### config.mk
export PLATFORM = sky130hd
export DESIGN_NAME = score_based_task_selector_core
export DESIGN_NICKNAME = d
export VERILOG_FILES = /design/src/rtl/core/sbts_pkg.sv /design/src/rtl/core/sbts_score.sv /design/src/rtl/core/score_based_task_selector_core.sv
export SDC_FILE = /design/constraint.sdc
export NUM_CORES = 1
export LEC_CHECK = 0
export BUFFER_PORTS_ARGS = -buffer_cell sky130_fd_sc_hd__buf_2
export CAP_MARGIN = 10
export CORE_ASPECT_RATIO = 0.6
export CORE_UTILIZATION = 57
export DETAILED_ROUTE_END_ITERATION = 10
export PLACE_DENSITY = 0.8
export SETUP_SLACK_MARGIN = 0.05
export SYNTH_ARGS = -nofsm -noshare
export SYNTH_HDL_FRONTEND = slang
export SYNTH_HIERARCHICAL = 1
export SYNTH_SLANG_ARGS = --single-unit
### constraint.sdc
create_clock -name clk -period 8.8 [get_ports clk]
set_input_delay 0.44 -clock clk [delete_from_list [all_inputs] [get_ports clk]]
set_output_delay 0.44 -clock clk [all_outputs]
set_load 0.01 [all_outputs]
### src/rtl/core/sbts_pkg.sv
// Shared types and constants for the score based task selector.
// Holds the request and result payload structs and the score constants.
// No dependencies; compile this file first.
package sbts_pkg;

    localparam int unsigned SLOT_W  = 6;
    localparam int unsigned TICK_W  = 32;
    localparam int unsigned SCORE_W = 34;

    // Score terms: base minus weighted run time plus wait plus weighted nap time.
    localparam logic [SCORE_W-1:0] SCORE_BASE = 34'd1000;

    // Configuration register word indexes.
    localparam logic REG_QUOTA_FILTER = 1'b0;

    typedef logic [SLOT_W-1:0]  slot_t;
    typedef logic [TICK_W-1:0]  tick_t;
    typedef logic [SCORE_W-1:0] score_t;

    typedef struct packed {
        slot_t slot_index;
        logic  is_runnable;
        logic  is_throttled;
        tick_t run_ticks;
        tick_t wait_ticks;
        tick_t nap_ticks;
        tick_t pick_count;
        logic  end_of_scan;
    } sbts_req_t;

    typedef struct packed {
        score_t entry_score;
        logic   scan_done;
        logic   winner_found;
        slot_t  winner_slot;
        score_t winner_score;
    } sbts_res_t;

endpackage

### src/rtl/core/sbts_score.sv
// Score unit of the task selector: 1000 - 5*run + wait + 2*nap, clamped at zero.
// Pure combinational logic; depends on sbts_pkg.
module sbts_score (
    input  sbts_pkg::tick_t  run_ticks,
    input  sbts_pkg::tick_t  wait_ticks,
    input  sbts_pkg::tick_t  nap_ticks,
    output sbts_pkg::score_t score
);
    import sbts_pkg::*;

    // The positive part stays below 2**34 and the negative part below 2**35,
    // so a 36 bit difference never wraps and its top bit is the sign.
    logic [35:0] pos_sum;
    logic [35:0] neg_sum;
    logic [35:0] diff;

    assign pos_sum = {2'b00, SCORE_BASE} + {4'b0000, wait_ticks} + {3'b000, nap_ticks, 1'b0};
    assign neg_sum = {2'b00, run_ticks, 2'b00} + {4'b0000, run_ticks};
    assign diff    = pos_sum - neg_sum;
    assign score   = diff[35] ? '0 : diff[SCORE_W-1:0];

endmodule

### src/rtl/core/score_based_task_selector_core.sv
// Score based task selector, top level with the request pipeline and the APB port.
// Depends on sbts_pkg and sbts_score.
//
// This block takes one task-table entry per request, in slot order, and returns one
// result per request. Each entry gets a score of 1000 - 5*run_ticks + wait_ticks +
// 2*nap_ticks, computed exactly and clamped at zero, so it fits in 34 bits. An entry
// is eligible when it is runnable and, with quota_filter set, not throttled. The
// first eligible entry of a scan becomes the running best; a later eligible entry
// replaces it when its score is higher, or equal with a smaller pick_count. The
// request that carries end_of_scan takes part in the selection, its result reports
// the winner (or winner_found low when nothing was eligible), and the running best
// clears for the next scan. Only end_of_scan closes a scan; slot numbers are not
// checked. Throughput is one request per clock cycle while res_ready stays high: a
// request is accepted into the input register and its result is loaded into the
// result register once that is empty or being drained. The path that sets
// the clock rate is the score adder chain followed by the 34 bit compare against
// the running best. A held result stalls the input only once the input register is
// also full, so the block holds at most two requests. quota_filter is register 0 at
// byte address 0 of the APB port; write it only while no request is in flight.
module score_based_task_selector_core (
    input  logic               clk,
    input  logic               rst_n,

    input  logic               req_valid,
    output logic               req_ready,
    input  sbts_pkg::sbts_req_t req_item,

    output logic               res_valid,
    input  logic               res_ready,
    output sbts_pkg::sbts_res_t res_item,

    input  logic               psel,
    input  logic               penable,
    input  logic               pwrite,
    input  logic [2:0]         paddr,
    input  logic [31:0]        pwdata,
    output logic [31:0]        prdata,
    output logic               pready
);
    import sbts_pkg::*;

    // Configuration.
    logic quota_filter_reg;

    // Input register stage.
    logic      req_vld_reg;
    sbts_req_t req_data_reg;

    // Result register stage.
    logic      res_vld_reg;
    sbts_res_t res_data_reg;
    sbts_res_t res_data_next;

    // Running best of the current scan.
    logic   best_valid_reg;
    slot_t  best_slot_reg;
    score_t lead_score_reg;
    tick_t  best_pick_reg;
    logic   best_valid_next;
    slot_t  best_slot_next;
    score_t lead_score_next;
    tick_t  best_pick_next;

    logic   advance;
    logic   eligible;
    logic   better;
    logic   take;
    score_t entry_score;

    // Candidate best after this entry, before the end of scan clears it.
    logic   cand_valid;
    slot_t  cand_slot;
    score_t cand_score;
    tick_t  cand_pick;

    // ------------------------------------------------------------------
    // APB register port. Writes land on the access phase; pready is tied high.
    // ------------------------------------------------------------------
    assign pready = 1'b1;

    always_ff @(posedge clk or negedge rst_n)
    begin
        if (!rst_n)
        begin
            quota_filter_reg <= 1'b0;
        end
        else if (psel && penable && pwrite && (paddr[2] == REG_QUOTA_FILTER))
        begin
            quota_filter_reg <= pwdata[0];
        end
    end

    always_comb
    begin
        prdata = '0;
        if (paddr[2] == REG_QUOTA_FILTER)
        begin
            prdata[0] = quota_filter_reg;
        end
    end

    // ------------------------------------------------------------------
    // Handshake. A request moves from the input register to the result
    // register whenever the result register is empty or being drained.
    // ------------------------------------------------------------------
    assign advance   = req_vld_reg && (!res_vld_reg || res_ready);
    assign req_ready = !req_vld_reg || advance;
    assign res_valid = res_vld_reg;
    assign res_item  = res_data_reg;

    always_ff @(posedge clk or negedge rst_n)
    begin
        if (!rst_n)
        begin
            req_vld_reg <= 1'b0;
        end
        else if (req_ready)
        begin
            req_vld_reg <= req_valid;
        end
    end

    always_ff @(posedge clk)
    begin
        if (req_valid && req_ready)
        begin
            req_data_reg <= req_item;
        end
    end

    // ------------------------------------------------------------------
    // Scoring and selection on the registered request.
    // ------------------------------------------------------------------
    sbts_score u_score (
        .run_ticks  (req_data_reg.run_ticks),
        .wait_ticks (req_data_reg.wait_ticks),
        .nap_ticks  (req_data_reg.nap_ticks),
        .score      (entry_score)
    );

    assign eligible = req_data_reg.is_runnable &&
                      !(quota_filter_reg && req_data_reg.is_throttled);
    assign better   = !best_valid_reg ||
                      (entry_score > lead_score_reg) ||
                      ((entry_score == lead_score_reg) &&
                       (req_data_reg.pick_count < best_pick_reg));
    assign take     = eligible && better;

    assign cand_valid = best_valid_reg || take;
    assign cand_slot  = take ? req_data_reg.slot_index : best_slot_reg;
    assign cand_score = take ? entry_score             : lead_score_reg;
    assign cand_pick  = take ? req_data_reg.pick_count : best_pick_reg;

    always_comb
    begin
        res_data_next             = '0;
        res_data_next.entry_score = entry_score;
        best_valid_next           = cand_valid;
        best_slot_next            = cand_slot;
        lead_score_next           = cand_score;
        best_pick_next            = cand_pick;
        if (req_data_reg.end_of_scan)
        begin
            // The final entry reports the winner and starts a fresh scan.
            res_data_next.scan_done = 1'b1;
            if (cand_valid)
            begin
                res_data_next.winner_found = 1'b1;
                res_data_next.winner_slot  = cand_slot;
                res_data_next.winner_score = cand_score;
            end
            best_valid_next = 1'b0;
            best_slot_next  = '0;
            lead_score_next = '0;
            best_pick_next  = '0;
        end
    end

    always_ff @(posedge clk or negedge rst_n)
    begin
        if (!rst_n)
        begin
            res_vld_reg    <= 1'b0;
            best_valid_reg <= 1'b0;
            best_slot_reg  <= '0;
            lead_score_reg <= '0;
            best_pick_reg  <= '0;
        end
        else
        begin
            if (advance)
            begin
                res_vld_reg    <= 1'b1;
                best_valid_reg <= best_valid_next;
                best_slot_reg  <= best_slot_next;
                lead_score_reg <= lead_score_next;
                best_pick_reg  <= best_pick_next;
            end
            else if (res_ready)
            begin
                res_vld_reg <= 1'b0;
            end
        end
    end

    always_ff @(posedge clk)
    begin
        if (advance)
        begin
            res_data_reg <= res_data_next;
        end
    end

endmodule

==> results.cfg <==
[run_status]
outcome = completed

[worst_setup_path]
cp_slowest_cell = or4_2
worstPathRequired_ns = 9.09
ff2ff_setup_slack_ns = 0.37
reg2reg_depth = 31
critPathLaunch = req_data_reg[67]
cp_max_fo = 34
r2r-end = res_item[25]
critPathArrivalTime_ns = 8.71
start_kind = flop
worstSetupPathType = reg -> reg
critPathCaptureType = flop
critPathMaxStageDelay_ns = 0.69
rr_startpoint = req_data_reg[67]
crit_top_cell = ha_1
worstSetupEndpoint = res_item[25]

[final_layout]
drive_gt1_share_pct = 17.95
syn_to_final_growth_pct = 14.75
final_area_um2 = 19740
nets = 2150
n_antenna_cell = 0
largest_reg_flops = 137

[sta]
slew_headroom_pct = 28.75
hold_viol = 0
fin_crit_ns = 8.428
max_freq_mhz = 118.7
fin_setup_tns_ns = 0
fin_crit_sh_pct = 95.77
setup_ws_ns = 0.3719
final_max_slew_viol_count = 0
worst_slew_pin_slew_ns = 1.069
setup_viol = 0
rsz0062_at_grt = false
finClkSkew_ns = 0.009107

[hold_path]
min_path_type = in -> reg

[logic_synthesis]
synth_top_cell_area_share_pct = 37.17
yosysUniqueCellTypes = 76
yosysTopAreaCell = edfxtp_1
synth_commonest_cells = edfxtp_1 (213), ha_1 (191), inv_1 (112)
syn_avg_cell_area_um2 = 11.09
synth_ff_type = edfxtp_1
synth-edff-count = 213
yosys-top-cells-area = edfxtp_1 (37%), ha_1 (14%), dfrtp_1 (11%)
yosysWarnings = 6
synthArstFlopShare_pct = 26.30
syn_inst = 1552
ys_seq_area_share_pct = 48.23
yosys.cell_count.top_type = edfxtp_1
syn-cell-area_um2 = 17210
ys_seq_elements = 289

[clock_tree]
cts_sinks = 289
cts_buffers = 28
clock-root-buffer = clkbuf_16
clk_pin_slew_ns = 0.07
cts_tree = yes
clock_latency_ns = 0.56
cts.path.max_buffers = 3
cts-htree-levels = 1
post_cts_buffers = 0

[placed_design]
post-place-ws_ns = 0.2720
hpwl_mm = 29.91
dpl_cell_area_um2 = 18720
portBuffers = 224
gp_congestion = 0.8958

[drt]
ant_nets = 0
vias = 13030
wl_per_cell_um = 18.58
dr.first_iter.drc_count = 1164
finalWirelength_mm = 40.86
via_per_inst = 5.924
firstDrtPassIters = 5
drc = 0

[power_and_ir_drop]
p_leak_nw = 8.431
power.density_nw_per_um2 = 271.0
ir_drop_v = 0.0001881

[global_route]
antenna_found_initial = 0
grt.total_usage_pct = 26.13
grt_overflow_total = 0
grt_pass1_vias = 12110
grt_max_degree = 84
grt_pass1_wl_mm = 63.68

[floorplan]
core-area_um2 = 29190
die_y_um = 136.6
initial_core_util_pct = 58.95
ios = 290
die_w_um = 226.3
die_area_um2 = 30910
num_rows = 48

[flow_run]
drv_cap = 0
==> metal layers <==
layer / vias up / global-route usage (%) / share of wire [%]
li1: 6232 / - / -
met1: 6248 / 39.14 / 47
met2: 492 / 38.97 / 43
met3: 54 / 4.981 / 7.4
met4: 0 / 6.231 / 2.1
met5: - / 0 / 0
==> cell type report <==
| type | count | area, um^2 |
|---|---|---|
| sequential | 289 | 8298 |
| inverter | 112 | 420.4 |
| clock inverter | 17 | 171.4 |
| multi-input combinational | 1102 | 8250 |
| timing repair buffer | 244 | 1325 |
| tap | 400 | 500.5 |
| clock buffer | 35 | 778.2 |
| fill | 2252 | 9444 |
==> worst max-delay path, delay by kind of cell (launching register included) <==
family / cells / cell delay, ns
adders and majority gates: 5 / 1.67
and+or+nand+nor: 12 / 2.70
buffers and inverters: 3 / 0.75
AOI/OAI and AO/OA: 10 / 2.48
xor gates and xnor gates: 1 / 0.17
DFF: 1 / 0.37
==> worst min path at each step <==
stage / startpoint / to / depth (start not counted)
floorplan: rst_n / best_pick_reg[0] / 0
global route: req_item[134] / req_data_reg[134] / 1
finish: req_item[100] / req_data_reg[100] / 1
CTS: req_item[46] / req_data_reg[46] / 1
global placement: rst_n / best_pick_reg[2] / 1
detailed placement: rst_n / best_pick_reg[3] / 1
==> cell families (layout without fill, tap and decap cells) <==
group	count (synthesis)	in the layout	synth area share, %
flops	289	289	48.23
simple gates	325	325	9.584
compound gates	473	473	18.88
buf+inv	191	408	5.047
xor+xnor	77	77	3.919
mux	1	1	0.06544
other cells	2	32	0.04365
fa+ha+maj	194	194	14.24
==> report_power, final <==
part           leakage, nW  switching (W)  internal [W]
Clock                0.473       0.000535      0.000717
Combinational         4.85        0.00136      0.000920
Sequential            3.10       0.000108       0.00171
Total                 8.43        0.00201       0.00334
==> stage by stage <==
stage | hold WS, ns | utilization [%] | instances | power [W]
finish | 0.04808 | 67.64 | 2199 | 0.005350
global placement | 0.4272 | 64.12 | 2146 | 0.003983
CTS | 0.02389 | 67.41 | 2199 | 0.005329
global route | 0.03084 | 67.64 | 2199 | 0.005683
floorplan | 0.1444 | - | 1582 | 0.003436
detailed placement | 0.4374 | 64.12 | 2146 | 0.004057
==> cell usage in the layout (no fill, tap or decap), types with 4 or more instances in the layout <==
master	instances
nand4_1	17
a311oi_1	5
inv_1	112
nand2b_1	22
a22oi_1	4
xor2_1	40
o21a_1	15
buf_4	15
dfrtp_1	76
nand2_1	63
a22o_1	72
or2_2	4
clkbuf_16	29
a21boi_0	48
and3_1	11
and2_1	8
buf_2	223
conb_1	32
edfxtp_1	213
o21ai_0	93
nor2b_1	12
nor2_1	69
clkinv_2	8
o211ai_1	11
a41oi_1	4
nand3_1	66
a21o_1	35
ha_1	191
and4_1	7
a21oi_1	105
nor3_1	20
xnor2_1	37
a31oi_1	11
a211oi_1	12
o21bai_1	9
==> timing repair <==
action / CTS / global route
endpoints found under the setup margin: 0 / 112
resized for setup: 0 / 14
hold buffers: 1 / 0
endpoints found under the hold margin: 30 / 0
No activity file was read; power rests on OpenSTA's default activity.
